[config.mk]
export PLATFORM = sky130hd
export DESIGN_NAME = binary_mask_dilate_erode_core
export DESIGN_NICKNAME = d
export VERILOG_FILES = /design/src/hdl/bmde_pkg.sv /design/src/hdl/bmde_cell.sv /design/src/hdl/bmde_outq.sv /design/src/hdl/binary_mask_dilate_erode_core.sv
export SDC_FILE = /design/constraint.sdc
export NUM_CORES = 1
export LEC_CHECK = 0
export BUFFER_PORTS_ARGS = -buffer_cell sky130_fd_sc_hd__buf_2
export CELL_PAD_IN_SITES_DETAIL_PLACEMENT = 0
export CELL_PAD_IN_SITES_GLOBAL_PLACEMENT = 2
export CORE_ASPECT_RATIO = 0.7
export CORE_MARGIN = 4
export CORE_UTILIZATION = 41
export DETAILED_ROUTE_END_ITERATION = 8
export GPL_TIMING_DRIVEN = 0
export PLACE_DENSITY = 0.81
export SLEW_MARGIN = 20
export SYNTH_ARGS = -nofsm -noshare
export SYNTH_HDL_FRONTEND = slang
export SYNTH_SLANG_ARGS = --single-unit
[constraint.sdc]
create_clock -name clk -period 5.6 [get_ports clk]
set_clock_uncertainty 0.05 [all_clocks]
set_input_delay 0.28 -clock clk [delete_from_list [all_inputs] [get_ports clk]]
set_output_delay 0.28 -clock clk [all_outputs]
set_load 0.01 [all_outputs]
[src/hdl/bmde_pkg.sv]
// bmde_pkg: shared types and constants for the binary mask dilate/erode core
// used by the column cells, the result queue, the top level and its checker
`default_nettype none

package bmde_pkg;

	localparam int unsigned ROW_W       = 64;
	localparam int unsigned MAX_WIDTH_D = 64;
	localparam int unsigned RW_W        = 7;
	localparam int unsigned CFG_IDX_W   = 1;
	localparam int unsigned CFG_DATA_W  = 7;
	localparam int unsigned OQ_DEPTH    = 4;
	localparam int unsigned OQ_PTR_W    = 2;
	localparam int unsigned OQ_CNT_W    = 3;
	localparam logic [RW_W-1:0] RW_RESET = RW_W'(64);

	typedef enum logic [CFG_IDX_W-1:0] {
		REG_MODE      = 1'b0,
		REG_ROW_WIDTH = 1'b1
	} cfg_reg_t;

	typedef enum logic {
		MODE_DILATE = 1'b0,
		MODE_ERODE  = 1'b1
	} morph_mode_t;

	typedef struct packed {
		logic              accept;
		logic              have_held;
		logic              last;
		morph_mode_t       mode;
		logic [RW_W-1:0]   row_width;
	} cell_ctl_t;

	typedef struct packed {
		logic [ROW_W-1:0] row;
		logic             last;
	} res_t;

endpackage

`default_nettype wire

[src/hdl/bmde_cell.sv]
// bmde_cell: one pixel column, holds the current and the upper row bit
// depends on bmde_pkg; neighbors exchange their masked bits every cycle
`default_nettype none

module bmde_cell #(
	parameter int unsigned COL = 0
) (
	input  wire logic              clk,
	input  wire logic              arst_n,
	input  wire bmde_pkg::cell_ctl_t ctl,
	input  wire logic              row_bit,
	input  wire logic              held_l,
	input  wire logic              held_r,
	input  wire logic              row_l,
	input  wire logic              row_r,
	output logic                   held_m,
	output logic                   row_m,
	output logic                   res0,
	output logic                   res1
);
	import bmde_pkg::*;

	localparam logic [RW_W-1:0] COL_V = RW_W'(COL);

	logic held_q;
	logic above_q;
	logic en;
	logic up0;
	logic up1;

	always_comb begin
		en     = ctl.row_width > COL_V;
		held_m = held_q & en;
		row_m  = row_bit & en;
		up0    = above_q & en;
		up1    = ctl.have_held & held_m;
		if (ctl.mode == MODE_ERODE) begin
			res0 = held_m & up0 & row_m & held_l & held_r;
			res1 = 1'b0;
		end else begin
			res0 = (held_m | up0 | row_m | held_l | held_r) & en;
			res1 = (row_m | up1 | row_l | row_r) & en;
		end
	end

	always_ff @(posedge clk or negedge arst_n) begin
		if (!arst_n) begin
			held_q  <= 1'b0;
			above_q <= 1'b0;
		end else if (ctl.accept) begin
			if (ctl.last) begin
				held_q  <= 1'b0;
				above_q <= 1'b0;
			end else begin
				held_q  <= row_m;
				above_q <= ctl.have_held & held_q;
			end
		end
	end

endmodule

`default_nettype wire

[src/hdl/bmde_outq.sv]
// bmde_outq: small result queue, takes up to two result beats per cycle
// depends on bmde_pkg for the result type and queue sizes
`default_nettype none

module bmde_outq (
	input  wire logic          clk,
	input  wire logic          arst_n,
	input  wire logic          push0,
	input  wire logic          push1,
	input  wire bmde_pkg::res_t d0,
	input  wire bmde_pkg::res_t d1,
	output logic               room2,
	input  wire logic          pop_ready,
	output logic               q_valid,
	output bmde_pkg::res_t     q
);
	import bmde_pkg::*;

	res_t                mem_q [OQ_DEPTH];
	logic [OQ_PTR_W-1:0] wr_ptr_q;
	logic [OQ_PTR_W-1:0] rd_ptr_q;
	logic [OQ_CNT_W-1:0] cnt_q;
	logic                pop;
	logic [OQ_CNT_W-1:0] n_push;
	res_t                first_d;

	always_comb begin
		q_valid = cnt_q != '0;
		q       = mem_q[rd_ptr_q];
		pop     = q_valid & pop_ready;
		room2   = cnt_q <= OQ_CNT_W'(OQ_DEPTH - 2);
		n_push  = OQ_CNT_W'(push0) + OQ_CNT_W'(push1);
		first_d = push0 ? d0 : d1;
	end

	always_ff @(posedge clk) begin
		if (push0 | push1) begin
			mem_q[wr_ptr_q] <= first_d;
		end
		if (push0 & push1) begin
			mem_q[wr_ptr_q + OQ_PTR_W'(1)] <= d1;
		end
	end

	always_ff @(posedge clk or negedge arst_n) begin
		if (!arst_n) begin
			wr_ptr_q <= '0;
			rd_ptr_q <= '0;
			cnt_q    <= '0;
		end else begin
			wr_ptr_q <= wr_ptr_q + OQ_PTR_W'(n_push);
			if (pop) begin
				rd_ptr_q <= rd_ptr_q + OQ_PTR_W'(1);
			end
			cnt_q <= cnt_q + n_push - OQ_CNT_W'(pop);
		end
	end

endmodule

`default_nettype wire

[src/hdl/binary_mask_dilate_erode_core.sv]
// binary_mask_dilate_erode_core: 4-neighbor dilate/erode over a row stream
// depends on bmde_pkg, bmde_cell (one per column) and bmde_outq
//
// channel  direction  handshake            payload
// row      in         row_valid/row_ready  row_bits, last_row
// res      out        res_valid/res_ready  result_row, last_out
// cfg      in         cfg_valid/cfg_ready  cfg_index, cfg_data
//
// one row beat per cycle while row_ready is high; its results enter the queue at the same edge and
// show on res in the cycle after at the earliest
// a row gives zero, one or two result beats, all from the column cells
// row_ready drops only when the four-entry result queue has fewer than two
// free slots; cfg_ready is always high
// reset clears the cells and the queue pointers and sets the config registers to dilate mode, row width 64
`default_nettype none

module binary_mask_dilate_erode_core #(
	parameter int unsigned MAX_WIDTH = bmde_pkg::MAX_WIDTH_D
) (
	input  wire logic                           clk,
	input  wire logic                           arst_n,
	input  wire logic                           row_valid,
	output logic                                row_ready,
	input  wire logic [bmde_pkg::ROW_W-1:0]     row_bits,
	input  wire logic                           last_row,
	output logic                                res_valid,
	input  wire logic                           res_ready,
	output logic [bmde_pkg::ROW_W-1:0]          result_row,
	output logic                                last_out,
	input  wire logic                           cfg_valid,
	output logic                                cfg_ready,
	input  wire logic [bmde_pkg::CFG_IDX_W-1:0] cfg_index,
	input  wire logic [bmde_pkg::CFG_DATA_W-1:0] cfg_data
);
	import bmde_pkg::*;

	morph_mode_t       mode_q;
	logic [RW_W-1:0]   row_width_q;
	logic              have_held_q;
	logic              accept;
	cell_ctl_t         ctl;
	logic [MAX_WIDTH-1:0] held_v;
	logic [MAX_WIDTH-1:0] rowm_v;
	logic [MAX_WIDTH-1:0] res0_v;
	logic [MAX_WIDTH-1:0] res1_v;
	logic [MAX_WIDTH+1:0] held_pad;
	logic [MAX_WIDTH+1:0] row_pad;
	res_t              d0;
	res_t              d1;
	res_t              q;
	logic              room2;

	assign cfg_ready = 1'b1;
	assign row_ready = room2;
	assign accept    = row_valid & row_ready;

	always_comb begin
		ctl.accept    = accept;
		ctl.have_held = have_held_q;
		ctl.last      = last_row;
		ctl.mode      = mode_q;
		ctl.row_width = row_width_q;
		held_pad      = {1'b0, held_v, 1'b0};
		row_pad       = {1'b0, rowm_v, 1'b0};
		d0.row        = ROW_W'(res0_v);
		d0.last       = 1'b0;
		d1.row        = ROW_W'(res1_v);
		d1.last       = 1'b1;
		result_row    = q.row;
		last_out      = q.last;
	end

	always_ff @(posedge clk or negedge arst_n) begin
		if (!arst_n) begin
			mode_q      <= MODE_DILATE;
			row_width_q <= RW_RESET;
		end else if (cfg_valid & cfg_ready) begin
			case (cfg_reg_t'(cfg_index))
				REG_MODE:      mode_q      <= morph_mode_t'(cfg_data[0]);
				REG_ROW_WIDTH: row_width_q <= cfg_data[RW_W-1:0];
				default: begin
				end
			endcase
		end
	end

	always_ff @(posedge clk or negedge arst_n) begin
		if (!arst_n) begin
			have_held_q <= 1'b0;
		end else if (accept) begin
			have_held_q <= !last_row;
		end
	end

	for (genvar i = 0; i < MAX_WIDTH; i++) begin : g_col
		bmde_cell #(
			.COL(i)
		) u_cell (
			.clk    (clk),
			.arst_n (arst_n),
			.ctl    (ctl),
			.row_bit(row_bits[i]),
			.held_l (held_pad[i]),
			.held_r (held_pad[i+2]),
			.row_l  (row_pad[i]),
			.row_r  (row_pad[i+2]),
			.held_m (held_v[i]),
			.row_m  (rowm_v[i]),
			.res0   (res0_v[i]),
			.res1   (res1_v[i])
		);
	end

	bmde_outq u_outq (
		.clk      (clk),
		.arst_n   (arst_n),
		.push0    (accept & have_held_q),
		.push1    (accept & last_row),
		.d0       (d0),
		.d1       (d1),
		.room2    (room2),
		.pop_ready(res_ready),
		.q_valid  (res_valid),
		.q        (q)
	);

endmodule

`default_nettype wire

==> flow_metrics.py <==
metrics = {
    "power_and_ir_drop": {
        "clkPwrFrac": 0.225,
        "combPwrFrac": 0.441,
        "intPower_uw": 7620,
        "power.leakage_uw": 0.009403,
        "power_frac_seq": 0.334,
        "ir_drop_mv": 0.2702,
        "powerDensity_nw_per_um2": 525.0,
        "p_sw_uw": 5923,
        "power.share.switching": 0.4373,
    },
    "final_layout": {
        "drive_gt1_frac": 0.1943,
        "fill_cells": 4927,
        "area.growth.synth_to_final_pct": 16.85,
        "nets": 2371,
        "final_util": 0.4893,
        "fin_cells": 3043,
    },
    "drt": {
        "ant_nets": 0,
        "drc": 0,
        "wire_per_inst_um": 36.56,
        "dr.first_iter.drc_count": 3476,
        "num_vias": 21170,
        "wl_um": 111300,
        "first_pass_iters": 6,
        "viasPerCell": 6.958,
    },
    "setup_path": {
        "crit_top_cell": "buf_2",
        "path_cells": "inv_1, nor3_1, buf_2, buf_2, buf_2, ha_1, inv_1, or3_1, clkbuf_1, a21boi_1, clkbuf_1, buf_2, o22ai_1",
        "cp-start-kind": "flop",
        "arrival_ns": 5.55,
        "crit_buf_inv": 8,
        "path_max_fanout": 10,
        "critPathKind": "reg -> reg",
        "slowest_delay_ns": 0.98,
        "cp.required_ns": 5.82,
        "cp_slowest_cell": "clkbuf_1",
        "end_kind": "flop",
        "critPathTopFamily": "buffers and inverters",
    },
    "grt": {
        "globalRouteOverflowTotal": 0,
        "antenna_found_initial": 4,
        "grt_pass1_wl_um": 155500,
        "grt_pass1_vias": 20090,
        "grt_usage": 0.3781,
        "grt_max_degree": 85,
    },
    "yosys": {
        "synthCells": 2051,
        "syn_avg_cell_area_um2": 10.76,
        "ys_ff_latch": 404,
        "yosysTopAreaCell": "edfxtp_1",
        "synth_ff_type": "edfxtp_1",
        "ys_top_cells_by_area": "edfxtp_1 35%, dfrtp_1 16%, mux4_2 6.6%, o22ai_1 5.4%, nand2_1 4.3%",
        "async_reset_ff_frac": 0.3564,
        "synth_edf_count": 256,
        "synth_commonest_cells": "256 x edfxtp_1, 254 x nand2_1, 192 x o22ai_1, 158 x o21ai_0, 143 x dfrtp_1",
        "yosysUniqueCellTypes": 99,
        "synth_area_um2": 22080,
        "yosysTopAreaCellShare": 0.3482,
        "synth_warnings": 0,
        "seq_area_frac_synth": 0.5151,
        "syn_nets": 2136,
        "yosysMostFrequentCell": "edfxtp_1",
    },
    "sta": {
        "setup_viol": 0,
        "worst_slack_ns": 0.2757,
        "hold_violations": 0,
        "slew_violations": 0,
        "rsz0062_at_grt": "false",
        "period_share": 0.9508,
        "worstMarginPinSlew_ns": 1.315,
        "max-slew-margin-rel": 0.1232,
        "period_minus_slack_ns": 5.324,
        "clock.fmax_mhz": 187.8,
    },
    "min_path": {
        "hold_class": "in -> reg",
    },
    "placed_design": {
        "portBuffers": 144,
        "gp_congestion": 1.016,
        "hpwl_um": 78200,
        "dp.cells": 2924,
        "dpl_worst_slack_ns": 0.5659,
    },
    "clocking": {
        "worst_skew_pair.late_latency_ns": 0.60,
        "htree_levels": 2,
        "cts_buffer_depth": 3,
        "clkTransAtPathRegs_ns": 0.07,
        "numCtsBuffers": 43,
        "cts.sinks": 404,
        "cts_tree": "built",
        "ctsRootBufferMaster": "clkbuf_16",
        "cts_resized": 0,
    },
    "floorplanning": {
        "die_x_um": 285.4,
        "rows": 70,
        "die_height_um": 202.2,
        "initial_utilization": 0.4187,
        "ios": 146,
        "coreArea_um2": 52730,
        "die-area_um2": 57690,
    },
    "job": {
        "maxCapViolCount": 0,
    },
    "outcome": {
        "outcome": "completed",
    },
}
==> logic make-up (layout without fill, tap and decap cells) <==
kind of cell,after synthesis,after routing,share of synthesized area
flops,404,404,0.5151
xor+xnor,6,6,0.002380
compound gates,815,815,0.2505
other cells,1,3,0.0001698
buf+inv,203,473,0.03984
mux,73,73,0.07038
fa+ha+maj,7,7,0.004307
simple gates,542,542,0.1174
==> worst register-to-register path, stage by stage (launching register included) <==
cell and delay, ns:
dfrtp_1 0.38, inv_1 0.20, nor3_1 0.12, buf_2 0.25, buf_2 0.29, buf_2 0.36, ha_1 0.38, inv_1 0.25
or3_1 0.15, clkbuf_1 0.38, a21boi_1 0.33, clkbuf_1 0.98, buf_2 0.67, o22ai_1 0.22
==> path summary, 6_finish.rpt <==
check | from | endpoint | slack (ns) | cells after the start
worst max-delay path | have_held_q | u_outq.mem_q[1][41] | 0.28 | 13
worst min-delay path | row_bits[50] | g_col[50].u_cell.held_q | 0.02 | 3
worst max register to register | have_held_q | u_outq.mem_q[1][41] | 0.28 | 13
worst min register to register | u_outq.mem_q[0][0] | u_outq.mem_q[0][0] | 0.43 | 1
max in group asynchronous | arst_n | g_col[17].u_cell.above_q | 4.44 | 3
min in group asynchronous | arst_n | g_col[54].u_cell.held_q | 0.17 | 2
==> cell usage in the layout, fill, tap and decap left out, types with 16 or more instances in the layout <==
master         instances
o21ai_1               43
nand4_1               37
edfxtp_1             256
nand2_1              250
a31oi_1               18
a22o_1                69
o22ai_1              192
a21oi_1               85
dfrtp_1              143
nand3_1               61
o21ai_0              157
o21bai_1              50
inv_1                 22
clkbuf_16             45
a311o_1               16
mux4_2                65
a31o_2                18
clkbuf_1             100
nor3_1                46
dlygate4sd3_1         37
nor2_1                48
clkbuf_2              29
buf_2                178
==> metrics by stage <==
step | area (um^2) | hold slack [ns] | setup TNS [ns] | power [uW]
detailed placement | 23970 | 0.2122 | 0 | 10300
floorplan | 22080 | -0.06559 | 0 | 7744
finish | 25800 | 0.02398 | 0 | 13540
CTS | 25790 | 0.0001702 | 0 | 13330
global placement | 23700 | 0.3969 | -440.08 | 10220
global route | 25790 | 0.03070 | 0 | 13980
==> cell type report <==
type | count | area, um^2 | share of cell area
flip-flops and latches | 404 | 11370 | 0.4408
inverters | 25 | 93.84 | 0.003637
well taps | 720 | 900.9 | 0.03492
repair buffers | 190 | 1285 | 0.04981
plain buffers | 178 | 823.3 | 0.03191
multi-input cells | 1444 | 9871 | 0.3826
clock inverters | 25 | 244.0 | 0.009457
clock buffers | 55 | 1204 | 0.04666
diodes | 2 | 5.005 | 0.0001940
==> flip-flops by register name, indices dropped and copies added, names as in the netlist <==
| signal | flops |
|---|---|
| u_outq.mem_q | 260 |
| g_col.u_cell.above_q | 64 |
| g_col.u_cell.held_q | 64 |
| row_width_q | 7 |
| u_outq.cnt_q | 3 |
| u_outq.rd_ptr_q | 2 |
| u_outq.wr_ptr_q | 2 |
| have_held_q | 1 |
| mode_q | 1 |
==> power by group through the flow <==
stage | clock network (uW) | registers [uW] | logic, uW
6_report | 3040 | 4530 | 5970
4_1_cts | 3040 | 4500 | 5790
3_3_place_gp | 0 | 4590 | 5640
2_1_floorplan | 0 | 4430 | 3320
5_1_grt | 3170 | 4600 | 6210
3_5_place_dp | 0 | 4550 | 5740
==> per-layer routing <==
layer / up-vias / part of all wire / GRT usage
li1: 8636 / - / -
met1: 10600 / 0.42 / 0.5480
met2: 1654 / 0.39 / 0.5083
met3: 280 / 0.14 / 0.1416
met4: 2 / 0.047 / 0.1502
met5: - / 0.000063 / 0
==> what timing repair did <==
item / 4_1_cts / 5_1_grt
endpoints found under the hold margin: 95 / 0
hold buffers: 37 / 0
buffers inserted: 0 / 0
Power figures use the tool's default switching activity.
